<file path="src/assert_macros.svh">
// Assertion helpers for the RTL files.
`ifndef ASSERT_MACROS_SVH
`define ASSERT_MACROS_SVH

// Same-cycle implication, checked outside reset.
`define FTPP_ASSERT_SAME(lbl, clk, rst_n, ante, cons, msg) \
    lbl: assert property (@(posedge clk) disable iff (!(rst_n)) (ante) |-> (cons)) \
        else $error(msg);

// Next-cycle implication, checked outside reset.
`define FTPP_ASSERT_NEXT(lbl, clk, rst_n, ante, cons, msg) \
    lbl: assert property (@(posedge clk) disable iff (!(rst_n)) (ante) |=> (cons)) \
        else $error(msg);

`endif

</file>
<file path="src/ftpp_pkg.sv">
`timescale 1ns / 1ps
package ftpp_pkg;

    localparam int unsigned SizeFieldBytes = 4;

    typedef enum logic [2:0] {
        REG_DATA_CODE  = 3'd0,
        REG_START_CODE = 3'd1,
        REG_END_CODE   = 3'd2,
        REG_SIZE_TYPE  = 3'd3,
        REG_NAME_TYPE  = 3'd4
    } t_reg_idx;

    typedef enum logic [1:0] {
        OK_NONE    = 2'd0,
        OK_PAYLOAD = 2'd1,
        OK_NAME    = 2'd2,
        OK_STATUS  = 2'd3
    } t_out_kind;

    typedef enum logic [1:0] {
        PK_DATA    = 2'd0,
        PK_START   = 2'd1,
        PK_END     = 2'd2,
        PK_UNKNOWN = 2'd3
    } t_pkt_kind;

    typedef enum logic [2:0] {
        ST_OK        = 3'd0,
        ST_BAD_CTRL  = 3'd1,
        ST_BAD_TYPE  = 3'd2,
        ST_LEN_ERR   = 3'd3,
        ST_OVERFLOW  = 3'd4,
        ST_SIZE_DIFF = 3'd5
    } t_status;

    typedef enum logic [12:0] {
        PH_IDLE = 13'b0000000000001,
        PH_DSEQ = 13'b0000000000010,
        PH_DLHI = 13'b0000000000100,
        PH_DLLO = 13'b0000000001000,
        PH_DPAY = 13'b0000000010000,
        PH_CT1  = 13'b0000000100000,
        PH_CL1  = 13'b0000001000000,
        PH_CV1  = 13'b0000010000000,
        PH_CT2  = 13'b0000100000000,
        PH_CL2  = 13'b0001000000000,
        PH_CV2  = 13'b0010000000000,
        PH_DONE = 13'b0100000000000,
        PH_SKIP = 13'b1000000000000
    } t_phase;

    typedef struct packed {
        t_out_kind out_kind;
        logic [7:0]  out_byte;
        logic [7:0]  seq_num;
        logic [31:0] file_size;
        t_pkt_kind   packet_kind;
        t_status     status;
        logic        last_result;
    } t_result;

endpackage

</file>
<file path="src/ftpp_ifs.sv">
`timescale 1ns / 1ps
interface ftpp_in_if;
    logic       valid;
    logic       ready;
    logic [7:0] byte_in;
    logic       first_byte;
    logic       last_byte;

    modport source (output valid, byte_in, first_byte, last_byte, input ready);
    modport sink (input valid, byte_in, first_byte, last_byte, output ready);
endinterface

interface ftpp_out_if;
    logic        valid;
    logic        ready;
    logic [1:0]  out_kind;
    logic [7:0]  out_byte;
    logic [7:0]  seq_num;
    logic [31:0] file_size;
    logic [1:0]  packet_kind;
    logic [2:0]  status;
    logic        last_result;

    modport source (output valid, out_kind, out_byte, seq_num, file_size, packet_kind,
                    status, last_result, input ready);
    modport sink (input valid, out_kind, out_byte, seq_num, file_size, packet_kind,
                  status, last_result, output ready);
endinterface

</file>
<file path="src/file_transfer_packet_parser.sv">
`timescale 1ns / 1ps
// Parser for received file-transfer packets, fed one byte per request with first and
// last flags from the link layer. Every byte is parsed in the cycle it is accepted and
// gives one result (a payload byte, a name byte or an empty result); the byte that ends
// a packet gives a second result carrying the packet status. Results are written into a
// four-entry output queue as the byte is taken and leave it one per cycle while the
// output is ready. The block takes one byte per cycle as long as two queue entries are
// free, so the rate at which the queue drains sets the rate of input bytes, and each
// packet end adds one more result to drain. Control codes and TLV types are set through
// the APB registers at byte addresses 0 (data code), 4 (start code), 8 (end code),
// 12 (size type) and 16 (name type).
`include "assert_macros.svh"

module file_transfer_packet_parser
    import ftpp_pkg::*;
(
    input  logic         i_clk,
    input  logic         i_rst_n,
    input  logic         psel,
    input  logic         penable,
    input  logic         pwrite,
    input  logic [4:0]   paddr,
    input  logic [31:0]  pwdata,
    output logic [31:0]  prdata,
    output logic         pready,
    ftpp_in_if.sink      i_in_ch,
    ftpp_out_if.source   o_out_ch
);

    localparam int unsigned Depth = 4;

    // Configuration registers.
    logic [7:0] r_data_code, r_start_code, r_end_code, r_size_type, r_name_type;
    t_reg_idx   w_reg_idx;
    logic       w_cfg_write;

    // Parse state.
    t_phase      r_phase, n_phase;
    logic [15:0] r_byte_count, n_byte_count;
    logic [15:0] r_data_length, n_data_length;
    logic [7:0]  r_tlv_length, n_tlv_length;
    logic [31:0] r_size_acc, n_size_acc;
    logic [31:0] r_start_size, n_start_size;
    logic [7:0]  r_seq, n_seq;
    t_pkt_kind   r_kind, n_kind;
    t_status     r_err, n_err;
    logic        r_have_start, n_have_start;

    // Output queue.
    t_result     r_queue [Depth];
    logic [1:0]  r_wr_ptr, r_rd_ptr;
    logic [2:0]  r_count, n_count;
    t_result     w_res0, w_res1;
    t_out_kind   w_byte_kind;
    logic        w_accept, w_pop;

    assign w_reg_idx   = t_reg_idx'(paddr[4:2]);
    assign w_cfg_write = psel && penable && pwrite;
    assign pready      = 1'b1;

    always_comb begin
        unique case (w_reg_idx)
            REG_DATA_CODE:  prdata = {24'd0, r_data_code};
            REG_START_CODE: prdata = {24'd0, r_start_code};
            REG_END_CODE:   prdata = {24'd0, r_end_code};
            REG_SIZE_TYPE:  prdata = {24'd0, r_size_type};
            REG_NAME_TYPE:  prdata = {24'd0, r_name_type};
            default:        prdata = 32'd0;
        endcase
    end

    always_ff @(posedge i_clk) begin
        if (!i_rst_n) begin
            r_data_code  <= 8'd1;
            r_start_code <= 8'd2;
            r_end_code   <= 8'd3;
            r_size_type  <= 8'd0;
            r_name_type  <= 8'd1;
        end else if (w_cfg_write) begin
            unique case (w_reg_idx)
                REG_DATA_CODE:  r_data_code  <= pwdata[7:0];
                REG_START_CODE: r_start_code <= pwdata[7:0];
                REG_END_CODE:   r_end_code   <= pwdata[7:0];
                REG_SIZE_TYPE:  r_size_type  <= pwdata[7:0];
                REG_NAME_TYPE:  r_name_type  <= pwdata[7:0];
                default: ;
            endcase
        end
    end

    assign i_in_ch.ready = (r_count <= 3'(Depth - 2));
    assign w_accept      = i_in_ch.valid && i_in_ch.ready;
    assign w_pop         = o_out_ch.valid && o_out_ch.ready;

    // Parse one byte; the status checks at a packet end see the updated state.
    always_comb begin
        logic [7:0]  b;
        logic [15:0] cnt_inc;
        b             = i_in_ch.byte_in;
        cnt_inc       = r_byte_count + 16'd1;
        n_phase       = r_phase;
        n_byte_count  = r_byte_count;
        n_data_length = r_data_length;
        n_tlv_length  = r_tlv_length;
        n_size_acc    = r_size_acc;
        n_start_size  = r_start_size;
        n_seq         = r_seq;
        n_kind        = r_kind;
        n_err         = r_err;
        n_have_start  = r_have_start;
        w_byte_kind   = OK_NONE;

        if (i_in_ch.first_byte || r_phase == PH_IDLE) begin
            n_err         = ST_OK;
            n_byte_count  = 16'd0;
            n_data_length = 16'd0;
            n_tlv_length  = 8'd0;
            if (b == r_data_code) begin
                n_kind  = PK_DATA;
                n_phase = PH_DSEQ;
            end else if (b == r_start_code || b == r_end_code) begin
                n_kind     = (b == r_start_code) ? PK_START : PK_END;
                n_size_acc = 32'd0;
                n_phase    = PH_CT1;
            end else begin
                n_kind  = PK_UNKNOWN;
                n_err   = ST_BAD_CTRL;
                n_phase = PH_SKIP;
            end
        end else begin
            unique case (r_phase)
                PH_DSEQ: begin
                    n_seq   = b;
                    n_phase = PH_DLHI;
                end
                PH_DLHI: begin
                    n_data_length = {b, 8'd0};
                    n_phase       = PH_DLLO;
                end
                PH_DLLO: begin
                    n_data_length = {r_data_length[15:8], b};
                    n_byte_count  = 16'd0;
                    n_phase       = ({r_data_length[15:8], b} == 16'd0) ? PH_DONE : PH_DPAY;
                end
                PH_DPAY: begin
                    w_byte_kind  = OK_PAYLOAD;
                    n_byte_count = cnt_inc;
                    if (cnt_inc == r_data_length) begin
                        n_phase = PH_DONE;
                    end
                end
                PH_CT1: begin
                    if (b == r_size_type) begin
                        n_phase = PH_CL1;
                    end else begin
                        if (n_err == ST_OK) n_err = ST_BAD_TYPE;
                        n_phase = PH_SKIP;
                    end
                end
                PH_CL1: begin
                    n_tlv_length = b;
                    n_size_acc   = 32'd0;
                    if (b > 8'(SizeFieldBytes) && n_err == ST_OK) n_err = ST_OVERFLOW;
                    n_phase = (b == 8'd0) ? PH_CT2 : PH_CV1;
                end
                PH_CV1: begin
                    if (r_size_acc[31:24] != 8'd0 && n_err == ST_OK) n_err = ST_OVERFLOW;
                    n_size_acc   = {r_size_acc[23:0], b};
                    n_tlv_length = r_tlv_length - 8'd1;
                    if (r_tlv_length == 8'd1) begin
                        n_phase = PH_CT2;
                    end
                end
                PH_CT2: begin
                    if (b == r_name_type) begin
                        n_phase = PH_CL2;
                    end else begin
                        if (n_err == ST_OK) n_err = ST_BAD_TYPE;
                        n_phase = PH_SKIP;
                    end
                end
                PH_CL2: begin
                    n_tlv_length = b;
                    n_phase      = (b == 8'd0) ? PH_DONE : PH_CV2;
                end
                PH_CV2: begin
                    w_byte_kind  = OK_NAME;
                    n_tlv_length = r_tlv_length - 8'd1;
                    if (r_tlv_length == 8'd1) begin
                        n_phase = PH_DONE;
                    end
                end
                PH_DONE: begin
                    if (n_err == ST_OK) n_err = ST_LEN_ERR;
                    n_phase = PH_SKIP;
                end
                default: ;
            endcase
        end

        w_res0.out_kind    = w_byte_kind;
        w_res0.out_byte    = (w_byte_kind != OK_NONE) ? b : 8'd0;
        w_res0.seq_num     = n_seq;
        w_res0.file_size   = n_size_acc;
        w_res0.packet_kind = n_kind;
        w_res0.status      = ST_OK;
        w_res0.last_result = !i_in_ch.last_byte;

        if (i_in_ch.last_byte) begin
            // A packet that stops before its last field is a length error.
            if (n_phase != PH_DONE && n_phase != PH_SKIP && n_err == ST_OK) begin
                n_err = ST_LEN_ERR;
            end
            if (n_kind == PK_START) begin
                if (n_err == ST_OK) begin
                    n_start_size = n_size_acc;
                    n_have_start = 1'b1;
                end
            end else if (n_kind == PK_END) begin
                if (n_err == ST_OK && (!r_have_start || n_size_acc != r_start_size)) begin
                    n_err = ST_SIZE_DIFF;
                end
                n_have_start = 1'b0;
            end
            n_phase = PH_IDLE;
        end

        w_res1.out_kind    = OK_STATUS;
        w_res1.out_byte    = 8'd0;
        w_res1.seq_num     = n_seq;
        w_res1.file_size   = n_size_acc;
        w_res1.packet_kind = n_kind;
        w_res1.status      = n_err;
        w_res1.last_result = 1'b1;
    end

    always_ff @(posedge i_clk) begin
        if (!i_rst_n) begin
            r_phase       <= PH_IDLE;
            r_byte_count  <= 16'd0;
            r_data_length <= 16'd0;
            r_tlv_length  <= 8'd0;
            r_size_acc    <= 32'd0;
            r_start_size  <= 32'd0;
            r_seq         <= 8'd0;
            r_kind        <= PK_UNKNOWN;
            r_err         <= ST_OK;
            r_have_start  <= 1'b0;
        end else if (w_accept) begin
            r_phase       <= n_phase;
            r_byte_count  <= n_byte_count;
            r_data_length <= n_data_length;
            r_tlv_length  <= n_tlv_length;
            r_size_acc    <= n_size_acc;
            r_start_size  <= n_start_size;
            r_seq         <= n_seq;
            r_kind        <= n_kind;
            r_err         <= n_err;
            r_have_start  <= n_have_start;
        end
    end

    always_comb begin
        n_count = r_count;
        if (w_accept) begin
            n_count = n_count + (i_in_ch.last_byte ? 3'd2 : 3'd1);
        end
        if (w_pop) begin
            n_count = n_count - 3'd1;
        end
    end

    always_ff @(posedge i_clk) begin
        if (!i_rst_n) begin
            r_wr_ptr <= 2'd0;
            r_rd_ptr <= 2'd0;
            r_count  <= 3'd0;
        end else begin
            r_count <= n_count;
            if (w_accept) begin
                r_wr_ptr <= r_wr_ptr + (i_in_ch.last_byte ? 2'd2 : 2'd1);
            end
            if (w_pop) begin
                r_rd_ptr <= r_rd_ptr + 2'd1;
            end
        end
    end

    always_ff @(posedge i_clk) begin
        if (w_accept) begin
            r_queue[r_wr_ptr] <= w_res0;
            if (i_in_ch.last_byte) begin
                r_queue[r_wr_ptr + 2'd1] <= w_res1;
            end
        end
    end

    assign o_out_ch.valid       = (r_count != 3'd0);
    assign o_out_ch.out_kind    = r_queue[r_rd_ptr].out_kind;
    assign o_out_ch.out_byte    = r_queue[r_rd_ptr].out_byte;
    assign o_out_ch.seq_num     = r_queue[r_rd_ptr].seq_num;
    assign o_out_ch.file_size   = r_queue[r_rd_ptr].file_size;
    assign o_out_ch.packet_kind = r_queue[r_rd_ptr].packet_kind;
    assign o_out_ch.status      = r_queue[r_rd_ptr].status;
    assign o_out_ch.last_result = r_queue[r_rd_ptr].last_result;

    `FTPP_ASSERT_SAME(a_queue_bound, i_clk, i_rst_n, 1'b1, r_count <= 3'(Depth), "queue overfilled")
    `FTPP_ASSERT_NEXT(a_idle_after_end, i_clk, i_rst_n, w_accept && i_in_ch.last_byte, r_phase == PH_IDLE, "parser not idle after packet end")
    `FTPP_ASSERT_NEXT(a_queue_grows, i_clk, i_rst_n, w_accept && !w_pop, r_count > $past(r_count), "accepted byte left no result")
    `FTPP_ASSERT_SAME(a_status_is_last, i_clk, i_rst_n, o_out_ch.valid && o_out_ch.out_kind == OK_STATUS, o_out_ch.last_result, "status result not marked last")

endmodule
</file>
<file path="src/flat_wrapper.sv">
// flat-port wrapper written by rule: the top's interface ports become plain ports
module file_transfer_packet_parser_flat import ftpp_pkg::*;
  (i_clk, i_rst_n, psel, penable, pwrite, paddr, pwdata, prdata, pready, i_in_ch_valid, i_in_ch_byte_in, i_in_ch_first_byte, i_in_ch_last_byte, i_in_ch_ready, o_out_ch_valid, o_out_ch_out_kind, o_out_ch_out_byte, o_out_ch_seq_num, o_out_ch_file_size, o_out_ch_packet_kind, o_out_ch_status, o_out_ch_last_result, o_out_ch_ready);
  ftpp_in_if i_in_ch_i ();
  ftpp_out_if o_out_ch_i ();
  input  logic i_clk;
  input  logic i_rst_n;
  input  logic psel;
  input  logic penable;
  input  logic pwrite;
  input  logic [4:0] paddr;
  input  logic [31:0] pwdata;
  output logic [31:0] prdata;
  output logic pready;
  input wire logic [$bits(i_in_ch_i.valid)-1:0] i_in_ch_valid;
  input wire logic [$bits(i_in_ch_i.byte_in)-1:0] i_in_ch_byte_in;
  input wire logic [$bits(i_in_ch_i.first_byte)-1:0] i_in_ch_first_byte;
  input wire logic [$bits(i_in_ch_i.last_byte)-1:0] i_in_ch_last_byte;
  output wire logic [$bits(i_in_ch_i.ready)-1:0] i_in_ch_ready;
  output wire logic [$bits(o_out_ch_i.valid)-1:0] o_out_ch_valid;
  output wire logic [$bits(o_out_ch_i.out_kind)-1:0] o_out_ch_out_kind;
  output wire logic [$bits(o_out_ch_i.out_byte)-1:0] o_out_ch_out_byte;
  output wire logic [$bits(o_out_ch_i.seq_num)-1:0] o_out_ch_seq_num;
  output wire logic [$bits(o_out_ch_i.file_size)-1:0] o_out_ch_file_size;
  output wire logic [$bits(o_out_ch_i.packet_kind)-1:0] o_out_ch_packet_kind;
  output wire logic [$bits(o_out_ch_i.status)-1:0] o_out_ch_status;
  output wire logic [$bits(o_out_ch_i.last_result)-1:0] o_out_ch_last_result;
  input wire logic [$bits(o_out_ch_i.ready)-1:0] o_out_ch_ready;
  assign i_in_ch_i.valid = i_in_ch_valid;
  assign i_in_ch_i.byte_in = i_in_ch_byte_in;
  assign i_in_ch_i.first_byte = i_in_ch_first_byte;
  assign i_in_ch_i.last_byte = i_in_ch_last_byte;
  assign i_in_ch_ready = i_in_ch_i.ready;
  assign o_out_ch_valid = o_out_ch_i.valid;
  assign o_out_ch_out_kind = o_out_ch_i.out_kind;
  assign o_out_ch_out_byte = o_out_ch_i.out_byte;
  assign o_out_ch_seq_num = o_out_ch_i.seq_num;
  assign o_out_ch_file_size = o_out_ch_i.file_size;
  assign o_out_ch_packet_kind = o_out_ch_i.packet_kind;
  assign o_out_ch_status = o_out_ch_i.status;
  assign o_out_ch_last_result = o_out_ch_i.last_result;
  assign o_out_ch_i.ready = o_out_ch_ready;
  file_transfer_packet_parser u_core (.i_clk(i_clk), .i_rst_n(i_rst_n), .psel(psel), .penable(penable), .pwrite(pwrite), .paddr(paddr), .pwdata(pwdata), .prdata(prdata), .pready(pready), .i_in_ch(i_in_ch_i), .o_out_ch(o_out_ch_i));
endmodule
</file>
<file path="config.mk">
export PLATFORM = sky130hd
export DESIGN_NAME = file_transfer_packet_parser_flat
export DESIGN_NICKNAME = d
export VERILOG_FILES = /design/src/ftpp_pkg.sv /design/src/ftpp_ifs.sv /design/src/file_transfer_packet_parser.sv /design/src/flat_wrapper.sv
export VERILOG_INCLUDE_DIRS = /design/src /design/src/src
export SDC_FILE = /design/constraint.sdc
export NUM_CORES = 1
export LEC_CHECK = 0
export BUFFER_PORTS_ARGS = -buffer_cell sky130_fd_sc_hd__buf_4
export CAP_MARGIN = 20
export CORE_MARGIN = 2
export CORE_UTILIZATION = 60
export CTS_BUF_LIST = sky130_fd_sc_hd__clkbuf_8
export CTS_CLUSTER_DIAMETER = 50
export DETAILED_ROUTE_END_ITERATION = 8
export GPL_TIMING_DRIVEN = 0
export PLACE_DENSITY = 0.89
export RECOVER_POWER = 50
export SLEW_MARGIN = 30
export SYNTH_ARGS = -nofsm -noshare
export SYNTH_HDL_FRONTEND = slang
export SYNTH_SLANG_ARGS = --single-unit
</file>
<file path="constraint.sdc">
create_clock -name i_clk -period 5.4 [get_ports i_clk]
set_input_delay 1.08 -clock i_clk [delete_from_list [all_inputs] [get_ports i_clk]]
set_output_delay 1.08 -clock i_clk [all_outputs]
set_load 0.05 [all_outputs]
</file>
==> results.yml <==
sta:
  finalWorstPathRequiredPeriod_ps: 5070
  hold_viol_final: 0
  fin_crit_sh_pct: 93.8
  fmax_mhz: 197
  drv_slew: 132
  tns_ps: 0
  setup_viol: 0
  worst_clock_skew_ps: 49.4
  tightest_slew_ps: 2450
  worst_slack_ps: 333
  max_slew_margin_pct: -63.6
  rsz0062_at_grt: "no"
clock_tree:
  cts_inserted_buffers: 70
  clockBufferDepth: 3
  clock-sinks: 404
  clock-root-buffer: "clkbuf_8"
  cts.htree.levels: 3
  postCtsSetupRepairBufs: 0
  worstSkewPairLatency_ps: 640
  cts_tree: "built"
  clkTransAtPathRegs_ps: 60
  postCtsHoldBufs: 0
  cts_resized: 0
synthesis:
  syn_avg_cell_area_um2: 10.2
  synth_enable_flop_cells: 180
  synth_top_cell_by_area: "edfxtp_1"
  synth_seq_cells: 404
  synthCells: 1996
  ys_top_cells_by_area: "edfxtp_1 27%, dfxtp_1 22%, mux4_2 6.2%, nor2_1 4.5%, mux2i_1 3.6%"
  synth_seq_area_share_pct: 48.6
  async_flop_share_pct: 0
  ys.flop_type: "dfxtp_1"
  synth_top_cell_area_share_pct: 26.6
  yosys_warnings: 0
  ys_types: 88
  synthesis.area_mm2: 0.0203
status:
  status: "finished, violations left"
  violations: "capacitance limit, slew limit"
worst_setup_path:
  critPathTopFamily: "simple AND/OR/NAND/NOR gates"
  startpoint_type: "flip-flop"
  crit_chain: "clkbuf_1 > or4b_1 > nor4_1 > clkbuf_1 > buf_2 > a211oi_1 > a311oi_1 > o221ai_1 > nor4_1 > and4b_1 > a21oi_1 > a31oi_1 > nor2_1"
  worst_path_largest_cell_delay_ps: 600
  critical_path.slowest_cell: "or4b_1"
  critPathArrivalTime_ps: 5390
  required_ps: 5720
  crit_type: "reg2reg"
  crit_buf_inv: 3
  worstPathMaxFanout: 10
  cp-end-kind: "flip-flop"
global_routing:
  grt_pass1_wl_mm: 99.8
  grt_start_max_net_pins: 47
  grt_use_total_pct: 36.5
  grt_pass1_vias: 17300
  antenna_found_initial: 0
  grt_overflow: 0
die:
  pin_count: 145
  die_h_um: 188
  die_area_mm2: 0.0354
  num_rows: 67
  fp.dieW_um: 188
  initial_core_util_pct: 60.8
  core_area_mm2: 0.0334
routing:
  first_pass_iters: 6
  wl_per_cell_um: 24.4
  drt-initial-drc-count: 2410
  drc_errors: 0
  wirelength_mm: 65.3
  viasPerCell: 6.71
  ant_nets: 0
  vias: 18000
cells_and_area:
  final_util_pct: 68.9
  antenna_cells: 0
  final_cell_mix: "245 x nor2_1, 224 x dfxtp_1, 180 x edfxtp_1"
  final_layout_size_suffix_gt1_share_pct: 13.0
  final_common_cell: "nor2_1"
  nNetsFinal: 2237
  syn2layout_area_growth_pct: 13.3
place:
  hpwlAfterDp_mm: 44.2
  port_buffers: 83
  gp_congestion: 1.07
  pre_cts_slack_ps: -3.31
pwr:
  power_leakage_nw: 9.02
  cellPowerDensity_mw_per_mm2: 426
  total_power_mw: 9.82
  vdd_drop_max_uv: 353
job:
  maxCapViolCount: 3
hold_path:
  hp-class: "reg2reg"
-- metrics by stage --
step | hold WS [ps] | cell area, µm² | instances
4_1_cts | 467 | 23100 | 2679
2_1_floorplan | 435 | 20400 | 2019
5_1_grt | 486 | 23000 | 2679
3_5_place_dp | 454 | 21700 | 2552
6_report | 469 | 23000 | 2679
3_3_place_gp | 442 | 21600 | 2550
-- where the power goes --
part           switching (mW)  internal (mW)  total, mW
logic                    2.10          0.946       3.05
clock network            1.36           1.56       2.92
registers               0.258           3.59       3.85
total                    3.72           6.10       9.82
-- state kept, by name, indices dropped and copies added, names as in the netlist, 13 cells and up, named ones only --
signal and cells:
u_core.r_byte_count 16, u_core.r_data_length 16, u_core.r_phase 13, u_core.r_queue 224, u_core.r_size_acc 32, u_core.r_start_size 32
-- worst paths after layout --
check / startpoint / to / slack, ps / cells past startpoint
max reg2reg: u_core.r_phase[7] / u_core.r_queue[0][3] / 330 / 13
max: u_core.r_phase[7] / u_core.r_queue[0][3] / 330 / 13
min reg2reg: u_core.r_queue[1][0] / u_core.r_queue[1][0] / 470 / 1
min: u_core.r_queue[1][0] / u_core.r_queue[1][0] / 470 / 1
-- cell usage after synthesis (13+ instances only) --
| library cell | n |
|---|---|
| dfxtp_1 | 224 |
| edfxtp_1 | 180 |
| a22oi_1 | 26 |
| and2_1 | 20 |
| o21ai_0 | 55 |
| nor3_1 | 21 |
| mux4_2 | 56 |
| or3_1 | 14 |
| a21oi_1 | 57 |
| clkbuf_1 | 117 |
| o22ai_1 | 18 |
| a22o_1 | 36 |
| nand2_1 | 177 |
| inv_1 | 46 |
| nand4_1 | 28 |
| o211ai_1 | 13 |
| nand3_1 | 49 |
| nor4_1 | 26 |
| nor2b_1 | 86 |
| a31oi_1 | 15 |
| mux2i_1 | 74 |
| xnor2_1 | 52 |
| nand2b_1 | 25 |
| o211a_1 | 65 |
| xor2_1 | 20 |
| a21boi_0 | 44 |
| buf_4 | 29 |
| nor2_1 | 245 |
-- cell type report --
| cell class | count | area (µm²) |
|---|---|---|
| clock buffer | 83 | 1140 |
| timing repair buffer | 85 | 576 |
| clock inverter | 44 | 293 |
| tap | 448 | 561 |
| fill | 2392 | 10400 |
| inverter | 46 | 178 |
| buffer | 167 | 762 |
| sequential | 404 | 9890 |
| multi-input combinational | 1402 | 9640 |
-- cells by family (layout without fill, tap and decap cells) --
logic type               count (synthesis)  after routing  synth area share [%]
buffers and inverters                  213            425                  4.59
other                                    2             25                0.0369
multiplexers                           132            132                  9.95
adder cells (fa/ha/maj)                  8              8                 0.517
XOR/XNOR                                72             72                  3.10
AO/OA/AOI/OAI                          425            425                  15.6
AND/OR/NAND/NOR                        740            740                  17.6
flip-flops                             404            404                  48.6
-- routing by layer --
layer	global-route usage, %	wire length [µm]	part of all wire [%]	vias up
li1	-	-	-	7629
met1	46.9	23800	36	8562
met2	58.2	30100	46	1482
met3	8.85	8050	12	295
met4	17.3	3360	5.1	0
met5	0	0	0	-
Power figures use the tool's default switching activity.
